[config.mk]
export PLATFORM = sky130hd
export DESIGN_NAME = rlt_sequencer
export DESIGN_NICKNAME = d
export VERILOG_FILES = /design/src/rtl/rlt_pkg.sv /design/src/rtl/rlt_sequencer.sv
export SDC_FILE = /design/constraint.sdc
export NUM_CORES = 1
export LEC_CHECK = 0
export BUFFER_PORTS_ARGS = -buffer_cell sky130_fd_sc_hd__buf_2
export CORE_MARGIN = 2
export CORE_UTILIZATION = 40
export DETAILED_ROUTE_END_ITERATION = 16
export PLACE_DENSITY = 0.69
export SYNTH_ARGS = -nofsm -noshare
export SYNTH_HDL_FRONTEND = slang
export SYNTH_SLANG_ARGS = --single-unit
[constraint.sdc]
create_clock -name clk -period 3 [get_ports clk]
set_input_delay 0.9 -clock clk [delete_from_list [all_inputs] [get_ports clk]]
set_output_delay 0.9 -clock clk [all_outputs]
set_load 0.03 [all_outputs]
[src/rtl/rlt_pkg.sv]
// rlt_pkg: shared widths, operation codes, microcode word layout and the
// control program of the reversible list table. No dependencies.
package rlt_pkg;

  localparam int NAME_W        = 10;
  localparam int OP_W          = 2;
  localparam int NAME_MAX      = 2 ** NAME_W - 1;
  localparam int ITEMS_DEFAULT = 1023;
  localparam int IN_TDATA_W    = 24;
  localparam int OUT_TDATA_W   = 32;
  localparam int PC_W          = 5;

  typedef enum logic [OP_W-1:0] {
    OP_POP  = 2'd0,
    OP_JOIN = 2'd1,
    OP_REV  = 2'd2,
    OP_NOP  = 2'd3
  } op_t;

  // program step addresses
  localparam logic [PC_W-1:0] S_POP_RD   = 5'd0;
  localparam logic [PC_W-1:0] S_POP_HEAD = 5'd1;
  localparam logic [PC_W-1:0] S_POP_LINK = 5'd2;
  localparam logic [PC_W-1:0] S_POP_RDNH = 5'd3;
  localparam logic [PC_W-1:0] S_POP_FIX  = 5'd4;
  localparam logic [PC_W-1:0] S_POP_FREE = 5'd5;
  localparam logic [PC_W-1:0] S_REV_RD   = 5'd6;
  localparam logic [PC_W-1:0] S_REV_HEAD = 5'd7;
  localparam logic [PC_W-1:0] S_REV_FLIP = 5'd8;
  localparam logic [PC_W-1:0] S_JN_RD    = 5'd9;
  localparam logic [PC_W-1:0] S_JN_HA    = 5'd10;
  localparam logic [PC_W-1:0] S_JN_HB    = 5'd11;
  localparam logic [PC_W-1:0] S_JN_FIXA  = 5'd12;
  localparam logic [PC_W-1:0] S_JN_RDHB  = 5'd13;
  localparam logic [PC_W-1:0] S_JN_FIXB  = 5'd14;
  localparam logic [PC_W-1:0] S_FIN      = 5'd15;
  localparam logic [PC_W-1:0] S_HEAD     = 5'd16;
  localparam logic [PC_W-1:0] S_DONE     = 5'd17;

  typedef enum logic [2:0] {RD_A, RD_B, RD_X, RD_Y, RD_R1, RD_RES} rd_sel_t;
  typedef enum logic [1:0] {WA_A, WA_B, WA_X, WA_Y} wa_sel_t;
  typedef enum logic [1:0] {WR_OFF, WR_ON, WR_EQ, WR_NE} wr_mode_t;
  typedef enum logic [2:0] {WD_R1, WD_PICK, WD_A, WD_B, WD_X} wd_sel_t;
  typedef enum logic {CL_R1, CL_R2} cmp_l_t;
  typedef enum logic [1:0] {CR_A, CR_B, CR_X} cmp_r_t;
  typedef enum logic [1:0] {Y_HOLD, Y_R1, Y_NH} y_sel_t;
  typedef enum logic [1:0] {NX_NEXT, NX_GOTO, NX_JEQ, NX_DONE} nx_t;

  typedef struct packed {
    rd_sel_t          rd;
    cmp_l_t           cl;
    cmp_r_t           cr;
    wa_sel_t          wa;
    wr_mode_t         w1;
    wd_sel_t          d1;
    wr_mode_t         w2;
    wd_sel_t          d2;
    logic             x_ld;
    y_sel_t           y_ld;
    logic             res_ld;
    logic             rem_ld;
    logic             head_ld;
    nx_t              nx;
    logic [PC_W-1:0]  target;
  } ucode_t;

  typedef struct packed {
    logic cmp;
    logic out_free;
  } seq_stat_t;

  function automatic logic wr_en(input wr_mode_t m, input logic c);
    logic e;
    case (m)
      WR_ON:   e = 1'b1;
      WR_EQ:   e = c;
      WR_NE:   e = !c;
      default: e = 1'b0;
    endcase
    return e;
  endfunction

  // control program, one word per step
  function automatic ucode_t ucode_rom(input logic [PC_W-1:0] pc);
    ucode_t w;
    w = ucode_t'('0);
    case (pc)
      S_POP_RD: begin
        w.rd = RD_A;
      end
      S_POP_HEAD: begin
        w.x_ld = 1'b1; w.rd = RD_R1;
        w.cl = CL_R1; w.cr = CR_A; w.nx = NX_JEQ; w.target = S_FIN;
      end
      S_POP_LINK: begin
        // tail takes the head's other neighbour as its new head
        w.cl = CL_R2; w.cr = CR_A;
        w.wa = WA_A; w.w1 = WR_ON; w.d1 = WD_PICK; w.y_ld = Y_NH;
      end
      S_POP_RDNH: begin
        w.rd = RD_Y;
      end
      S_POP_FIX: begin
        w.cl = CL_R1; w.cr = CR_X; w.wa = WA_Y;
        w.w1 = WR_EQ; w.d1 = WD_A; w.w2 = WR_NE; w.d2 = WD_A;
      end
      S_POP_FREE: begin
        w.wa = WA_X; w.w1 = WR_ON; w.d1 = WD_X; w.w2 = WR_ON; w.d2 = WD_X;
        w.rem_ld = 1'b1; w.nx = NX_GOTO; w.target = S_FIN;
      end
      S_REV_RD: begin
        w.rd = RD_A;
      end
      S_REV_HEAD: begin
        w.x_ld = 1'b1; w.rd = RD_R1;
        w.cl = CL_R1; w.cr = CR_A; w.nx = NX_JEQ; w.target = S_FIN;
      end
      S_REV_FLIP: begin
        w.cl = CL_R2; w.cr = CR_A; w.wa = WA_X;
        w.w2 = WR_EQ; w.d2 = WD_R1; w.w1 = WR_ON; w.d1 = WD_A;
        w.res_ld = 1'b1; w.nx = NX_GOTO; w.target = S_FIN;
      end
      S_JN_RD: begin
        w.rd = RD_A;
      end
      S_JN_HA: begin
        // read of b sees the old link, the write lands after it
        w.x_ld = 1'b1; w.rd = RD_B; w.wa = WA_B; w.w1 = WR_ON; w.d1 = WD_R1;
      end
      S_JN_HB: begin
        w.y_ld = Y_R1; w.rd = RD_X; w.wa = WA_A; w.w1 = WR_ON; w.d1 = WD_R1;
      end
      S_JN_FIXA: begin
        w.cl = CL_R2; w.cr = CR_A; w.wa = WA_X;
        w.w2 = WR_EQ; w.d2 = WD_B; w.w1 = WR_NE; w.d1 = WD_B;
      end
      S_JN_RDHB: begin
        w.rd = RD_Y;
      end
      S_JN_FIXB: begin
        w.cl = CL_R2; w.cr = CR_B; w.wa = WA_Y;
        w.w2 = WR_EQ; w.d2 = WD_A; w.w1 = WR_NE; w.d1 = WD_A;
      end
      S_FIN: begin
        w.rd = RD_RES;
      end
      S_HEAD: begin
        w.head_ld = 1'b1;
      end
      S_DONE: begin
        w.nx = NX_DONE;
      end
      default: begin
        w.nx = NX_DONE;
      end
    endcase
    return w;
  endfunction

endpackage

[src/rtl/rlt_sequencer.sv]
// rlt_sequencer: step counter and conditional jumps over the control program
// held in rlt_pkg. Depends on rlt_pkg.
module rlt_sequencer (
  input  logic                    clk,
  input  logic                    rst,
  input  logic                    start,
  input  logic [rlt_pkg::PC_W-1:0] entry_pc,
  input  rlt_pkg::seq_stat_t       stat,
  output rlt_pkg::ucode_t          ctl,
  output logic                    busy
);
  import rlt_pkg::*;

  logic [PC_W-1:0] pc, pc_next;
  logic            busy_next;
  ucode_t          word;

  assign word = ucode_rom(pc);
  assign ctl  = busy ? word : ucode_t'('0);

  always_comb begin
    pc_next   = pc;
    busy_next = busy;
    if (start) begin
      pc_next   = entry_pc;
      busy_next = 1'b1;
    end else if (busy) begin
      case (word.nx)
        NX_NEXT: pc_next = pc + PC_W'(1);
        NX_GOTO: pc_next = word.target;
        NX_JEQ:  pc_next = stat.cmp ? word.target : pc + PC_W'(1);
        NX_DONE: begin
          // hold on the last step until the output register frees up
          if (stat.out_free) begin
            busy_next = 1'b0;
          end
        end
        default: pc_next = pc;
      endcase
    end
  end

  always_ff @(posedge clk) begin
    if (rst) begin
      pc   <= S_DONE;
      busy <= 1'b0;
    end else begin
      pc   <= pc_next;
      busy <= busy_next;
    end
  end

endmodule
==> results of run 1 <==
## area by class of cell
type / instances / area, µm²
fillers: 216 / 1015
multi-input cells: 117 / 822.0
repair buffers: 55 / 332.8
flip-flops and latches: 6 / 130.1
inverters: 10 / 50.05
well taps: 30 / 37.54
clock buffers: 3 / 22.52
## what timing repair did
item,4_1_cts,5_1_grt
endpoints found under the setup margin,6,6
gates resized for setup,11,17
gates cloned,0,0
pin swaps,2,5
buffers inserted,2,3
hold endpoints to repair,0,0
## how the worst max path moves through the flow
stage	slack (ns)	cells past startpoint	to
2_1_floorplan	0.02	6	ctl[16]
3_3_place_gp	0.14	9	ctl[5]
3_5_place_dp	0.02	9	ctl[5]
4_1_cts	0.004	9	ctl[6]
5_1_grt	-0.05	9	ctl[5]
6_report	0.02	9	ctl[5]
## per-stage QoR
step / cell area, µm² / setup TNS, ns / util, % / worst slack, ns
CTS: 1308 / 0 / 54.26 / 0.003801
detailed placement: 1246 / 0 / 51.71 / 0.01595
global route: 1395 / -0.07698 / 57.89 / -0.05007
global placement: 1246 / 0 / 51.71 / 0.1376
floorplan: 1005 / 0 / - / 0.01836
finish: 1395 / 0 / 57.89 / 0.02172
## worst min-delay path, cell delays in order, from the launching register on
cell and delay [ns]:
dfxtp_2 0.36, nand2_1 0.07, a311oi_1 0.08
## sequential cells by signal (all words and copies together) (netlist names)
signal	flops
busy	1
pc	5
## cell families (layout without fill, tap and decap cells)
group | Yosys count | in the layout | synth area share, %
other | 1 | 1 | 0.3765
XOR/XNOR | 2 | 2 | 1.759
multiplexers | 3 | 3 | 3.517
flip-flops | 6 | 6 | 12.06
AO/OA/AOI/OAI | 38 | 38 | 25.88
adder cells (fa/ha/maj) | 8 | 8 | 10.05
AND/OR/NAND/NOR | 65 | 65 | 34.17
buffers and inverters | 21 | 68 | 12.19
## cells in the mapped netlist, drive strengths merged (4+ instances only)
cell / count
a21oi: 15
a31oi: 4
and2b: 4
buf: 7
clkbuf: 4
dfxtp: 6
ha: 8
inv: 9
nand2: 17
nor2: 17
nor3b: 6
o21ai: 6
or2: 4
## placed cells by master (no fill, tap or decap), types with 3 or more instances in the layout
cell      count
a21oi_1      14
a31oi_1       4
and2b_2       3
buf_2        38
buf_4        13
buf_6         4
clkbuf_4      3
ha_1          5
inv_1         9
nand2_1      16
nor2_1       15
nor3_1        3
nor3b_1       5
o21ai_0       4
or2_2         4
## power groups by stage
| stage | clock network [W] | registers (W) | logic, W |
|---|---|---|---|
| 2_1_floorplan | 0 | 0.0000963 | 0.000116 |
| 3_3_place_gp | 0 | 0.0000976 | 0.000157 |
| 3_5_place_dp | 0 | 0.0000979 | 0.000160 |
| 4_1_cts | 0.0000733 | 0.0000974 | 0.000166 |
| 5_1_grt | 0.0000799 | 0.0000989 | 0.000200 |
| 6_report | 0.0000742 | 0.0000980 | 0.000186 |
## routing by layer
| metal | GRT usage, % | vias to the layer above | routed length [µm] |
|---|---|---|---|
| li1 | - | 599 | - |
| met2 | 34.76 | 53 | 1510 |
| met4 | 6.410 | 0 | 21 |
| met1 | 25.80 | 558 | 1275 |
| met5 | 0 | - | 0 |
| met3 | 5.000 | 6 | 221 |
==> flow_metrics.env, run 1 <==
export IMPL_ff2ff_path_depth=10
export IMPL_drc_errors=0
export IMPL_grt_pass1_wl_um=4457
export IMPL_syn_area_per_cell_um2=6.916
export IMPL_fin_crit_sh_pct=99.28
export IMPL_fin_cells=221
export IMPL_hold_depth=2
export IMPL_setup_worst_path_start="pc[1]$_SDFFE_PP0P_"
export IMPL_ctsHoldBuffers=0
export IMPL_rsz0062_at_grt="true"
export IMPL_finalMaxSlewViolations=0
export IMPL_placementRows=18
export IMPL_syn_nets=162
export IMPL_dpl_hpwl_um=2232
export IMPL_cp_end_kind="output pin"
export IMPL_cts_buffer_depth=2
export IMPL_crit_top_cell="buf_6"
export IMPL_die_w_um=53.90
export IMPL_postRouteAntennaNets=0
export IMPL_crit_path_max_incr_delay_ns=0.36
export IMPL_hold_start="pc[2]$_SDFFE_PP0P_"
export IMPL_synthFlopType="dfxtp_1"
export IMPL_clkSinkCount=6
export IMPL_start_util_pct=41.33
export IMPL_yosysUniqueCellTypes=42
export IMPL_coreArea_um2=2410
export IMPL_antenna_found_initial=0
export IMPL_swShare_pct=40.58
export IMPL_netSwitchingPower_w=0.0001453
export IMPL_grt_usage_pct=20.68
export IMPL_async_flop_share_pct=0
export IMPL_leakage_nw=0.6739
export IMPL_nNetsFinal=211
export IMPL_r2r_start="pc[0]$_SDFFE_PP1P_"
export IMPL_holdWs_ns=0.5646
export IMPL_cp_max_fo=5
export IMPL_slew_headroom_pct=64.20
export IMPL_tightest_slew_ns=0.5338
export IMPL_crit_family="compound AO/OA/AOI/OAI gates"
export IMPL_ys_seq_area_share_pct=12.06
export IMPL_crit_required_ns=2.10
export IMPL_die_area_um2=2905
export IMPL_synth_area_um2=996.0
export IMPL_pin_count=42
export IMPL_grt_pass1_vias=1029
export IMPL_peakVddDrop_mv=0.2780
export IMPL_status="completed"
export IMPL_place_congestion=0.9073
export IMPL_clk_pin_slew_worst_paths_ns=0.04
export IMPL_portBuffers=40
export IMPL_wl_per_cell_um=13.70
export IMPL_clk_latency_ns=0.25
export IMPL_num_antenna_cells=0
export IMPL_powerDensity_nw_per_um2=256.7
export IMPL_area_growth_pct=40.08
export IMPL_drtPass1Iterations=4
export IMPL_p_comb_share_pct=51.9
export IMPL_viasPerCell=5.502
export IMPL_placed_cells=213
export IMPL_hold_path_class="reg -> reg"
export IMPL_vias=1216
export IMPL_drt_wl_total_um=3028
export IMPL_p_total_w=0.0003581
export IMPL_r2r_end="pc[1]$_SDFFE_PP0P_"
export IMPL_drive_gt1_share_pct=45.03
export IMPL_cts_tree="done"
export IMPL_fin_crit_ns=2.978
export IMPL_syn_inst=144
export IMPL_cts_buffers=3
export IMPL_grt_ovfl_total=0
export IMPL_synth_edf_count=0
export IMPL_worst_path_max_delay_cell="dfxtp_4"
export IMPL_yosysWarnings=0
export IMPL_worstPathCellList="ha_4 > buf_6 > and2b_2 > a221oi_4 > o211a_1 > nand2_2 > o21ai_2 > a21o_1 > buf_6"
export IMPL_cp_data_arrival_time_ns=2.08
export IMPL_p_int_w=0.0002128
export IMPL_max_freq_mhz=335.8
export IMPL_cts_root_buf="clkbuf_4"
export IMPL_yosys_register_bits=6
export IMPL_path_buf_inv=2
export IMPL_path_class="reg -> out"
export IMPL_initialDrtViolationCount=41
export IMPL_skew_ns=0.005425
export IMPL_synth_area_leader_cell="dfxtp_1"
export IMPL_r2r_slack_ns=0.35
export IMPL_setup_viol=0
export IMPL_synth_top_area_share_pct=12.06
export IMPL_p_seq_share_pct=27.4
export IMPL_hold_viol_final=0
export IMPL_max_cap_violations=0
export IMPL_clkPwrFrac_pct=20.7
export IMPL_synth_area_leaders="dfxtp_1 (12%), ha_1 (10%), a21oi_1 (7.5%), nand2_1 (6.4%), nor2_1 (6.4%)"
export IMPL_die_h_um=53.90
export IMPL_htreeDepth=1
export IMPL_crit_path_start_kind="register"
export IMPL_hold_end="pc[2]$_SDFFE_PP0P_"
export IMPL_grt_start_max_net_pins=15
No activity file was read; power rests on OpenSTA's default activity.
==> run 2: changes to the inputs <==
--- a/config.mk
+++ b/config.mk
@@ -10,6 +10,7 @@
 export CORE_UTILIZATION = 40
 export DETAILED_ROUTE_END_ITERATION = 16
 export PLACE_DENSITY = 0.69
+export RECOVER_POWER = 25
 export SYNTH_ARGS = -nofsm -noshare
 export SYNTH_HDL_FRONTEND = slang
 export SYNTH_SLANG_ARGS = --single-unit
==> run 2 against run 1 <==
Cell count unchanged. Hold slack unchanged. Critical endpoint unchanged. Utilization down 0.052 points. Clock power about the same. Non-clock buffer count unchanged. Register-to-register slack about the same. Flip-flop and latch count unchanged. Sequential share of layout area about the same. Setup slack unchanged. Largest cell class unchanged. First-iteration DRC count unchanged. Global-route usage unchanged. Highest routed layer unchanged.
==> flow_metrics.env, run 2 (synthesis results as in run 1) <==
export IMPL_grt_ovfl_total=0
export IMPL_largest_register_ffs=5
export IMPL_final_common_cell="buf_2"
export IMPL_die_area_um2=2905
export IMPL_cts_root_buf="clkbuf_4"
export IMPL_p_comb_share_pct=51.9
export IMPL_portBuffers=40
export IMPL_fill_cells=217
export IMPL_stdcell_area_um2=1394
export IMPL_dp_slack_ns=0.01595
export IMPL_setup_viol=0
export IMPL_dpl_cell_area_um2=1246
export IMPL_tns_ns=0
export IMPL_place_congestion=0.9073
export IMPL_p_int_w=0.0002125
export IMPL_cts_buffer_depth=2
export IMPL_worstPathCellList="ha_4 > buf_6 > and2b_2 > a221oi_4 > o211a_1 > nand2_2 > o21ai_2 > a21o_1 > buf_6"
export IMPL_cts_tree="done"
export IMPL_clkPwrFrac_pct=20.7
export IMPL_wl_per_cell_um=13.71
export IMPL_setup_slack_ns=0.02172
export IMPL_drc_errors=0
export IMPL_cp_end_kind="output pin"
export IMPL_area_growth_pct=39.95
export IMPL_cp_max_fo=5
export IMPL_tightest_slew_ns=0.5338
export IMPL_powerDensity_nw_per_um2=256.7
export IMPL_skew_ns=0.005425
export IMPL_top_register="pc"
export IMPL_grt_pass1_wl_um=4457
export IMPL_antenna_found_initial=0
export IMPL_die_h_um=53.90
export IMPL_rsz0062_at_grt="true"
export IMPL_coreArea_um2=2410
export IMPL_crit_required_ns=2.10
export IMPL_vias=1216
export IMPL_grt_pass1_vias=1029
export IMPL_finalMaxSlewViolations=0
export IMPL_fin_crit_ns=2.978
export IMPL_placementRows=18
export IMPL_p_seq_share_pct=27.4
export IMPL_crit_path_max_incr_delay_ns=0.36
export IMPL_fin_crit_sh_pct=99.28
export IMPL_holdWs_ns=0.5646
export IMPL_htreeDepth=1
export IMPL_crit_top_cell="buf_6"
export IMPL_start_util_pct=41.33
export IMPL_crit_path_start_kind="register"
export IMPL_mostFrequentLayoutCells="buf_2 (37), nand2_1 (16), nor2_1 (15), a21oi_1 (14), buf_4 (13)"
export IMPL_slew_headroom_pct=64.20
export IMPL_clk_latency_ns=0.25
export IMPL_path_class="reg -> out"
export IMPL_cts_buffers=3
export IMPL_reg_largest_list="pc: 5 flops, busy: 1 flops"
export IMPL_grt_start_max_net_pins=15
export IMPL_clk_pin_slew_worst_paths_ns=0.04
export IMPL_placed_cells=213
export IMPL_leakage_nw=0.6703
export IMPL_fin_cells=221
export IMPL_drive_gt1_share_pct=44.50
export IMPL_cp_data_arrival_time_ns=2.08
export IMPL_hold_viol_final=0
export IMPL_status="completed"
export IMPL_max_cap_violations=0
export IMPL_die_w_um=53.90
export IMPL_max_freq_mhz=335.8
export IMPL_dpl_hpwl_um=2232
export IMPL_nNetsFinal=211
export IMPL_clkSinkCount=6
export IMPL_pin_count=42
export IMPL_swShare_pct=40.62
export IMPL_postRouteAntennaNets=0
export IMPL_drt_wl_total_um=3029
export IMPL_hold_path_class="reg -> reg"
export IMPL_viasPerCell=5.502
export IMPL_peakVddDrop_mv=0.2779
export IMPL_worst_path_max_delay_cell="dfxtp_4"
export IMPL_grt_usage_pct=20.68
export IMPL_drtPass1Iterations=4
export IMPL_netSwitchingPower_w=0.0001454
export IMPL_initialDrtViolationCount=41
export IMPL_num_antenna_cells=0
[run 2: cell types whose count changed in the layout (fill, tap and decap cells not counted)]
cell / before / now
clkbuf_1: 0 / 1
buf_2: 38 / 37
[run 2: cell type report]
type / count / area (µm²) / share of cell area [%]
multi-input cells: 117 / 822.0 / 58.98
repair buffers: 55 / 331.6 / 23.79
flip-flops and latches: 6 / 130.1 / 9.336
inverters: 10 / 50.05 / 3.591
well taps: 30 / 37.54 / 2.693
clock buffers: 3 / 22.52 / 1.616
[run 2: worst paths after layout]
path	slack (ns)	startpoint	endpoint	cells after the start
worst min register to register	0.56	pc[2]$_SDFFE_PP0P_	pc[2]$_SDFFE_PP0P_	2
worst min-delay path	0.56	pc[2]$_SDFFE_PP0P_	pc[2]$_SDFFE_PP0P_	2
worst max-delay path	0.02	pc[1]$_SDFFE_PP0P_	ctl[5]	9
worst max register to register	0.35	pc[0]$_SDFFE_PP1P_	pc[1]$_SDFFE_PP0P_	10
[run 2: metal layers]
metal	GRT usage [%]	share of wire, %
met1	25.80	42
met2	34.76	50
met3	5.000	7.3
met4	6.410	0.69
met5	0	0
[run 2: stage by stage]
stage	total power [W]	util [%]
2_1_floorplan	0.0002122	-
3_3_place_gp	0.0002549	51.71
3_5_place_dp	0.0002574	51.71
4_1_cts	0.0003372	54.26
5_1_grt	0.0003790	57.84
6_report	0.0003579	57.84
[run 2: critical path, delay by kind of cell (launching register included)]
family                   cells  cell delay [ns]
buffers and inverters        2             0.25
AO/OA/AOI/OAI                4             0.78
AND/OR/NAND/NOR              2             0.29
flip-flops                   1             0.36
adder cells (fa/ha/maj)      1             0.16
[run 2: timing repair]
item,in CTS,in global routing
setup buffers,2,3
endpoints found under the setup margin,6,6
gates resized for setup,11,17
pin swaps,2,5
hold buffers,0,0
[run 2: power by group through the flow]
stage	Sequential, W	Combinational, W	Clock [W]
after floorplan	0.0000963	0.000116	0
after global placement	0.0000976	0.000157	0
after detailed placement	0.0000979	0.000160	0
after CTS	0.0000974	0.000166	0.0000733
after global routing	0.0000989	0.000200	0.0000799
final	0.0000980	0.000186	0.0000742
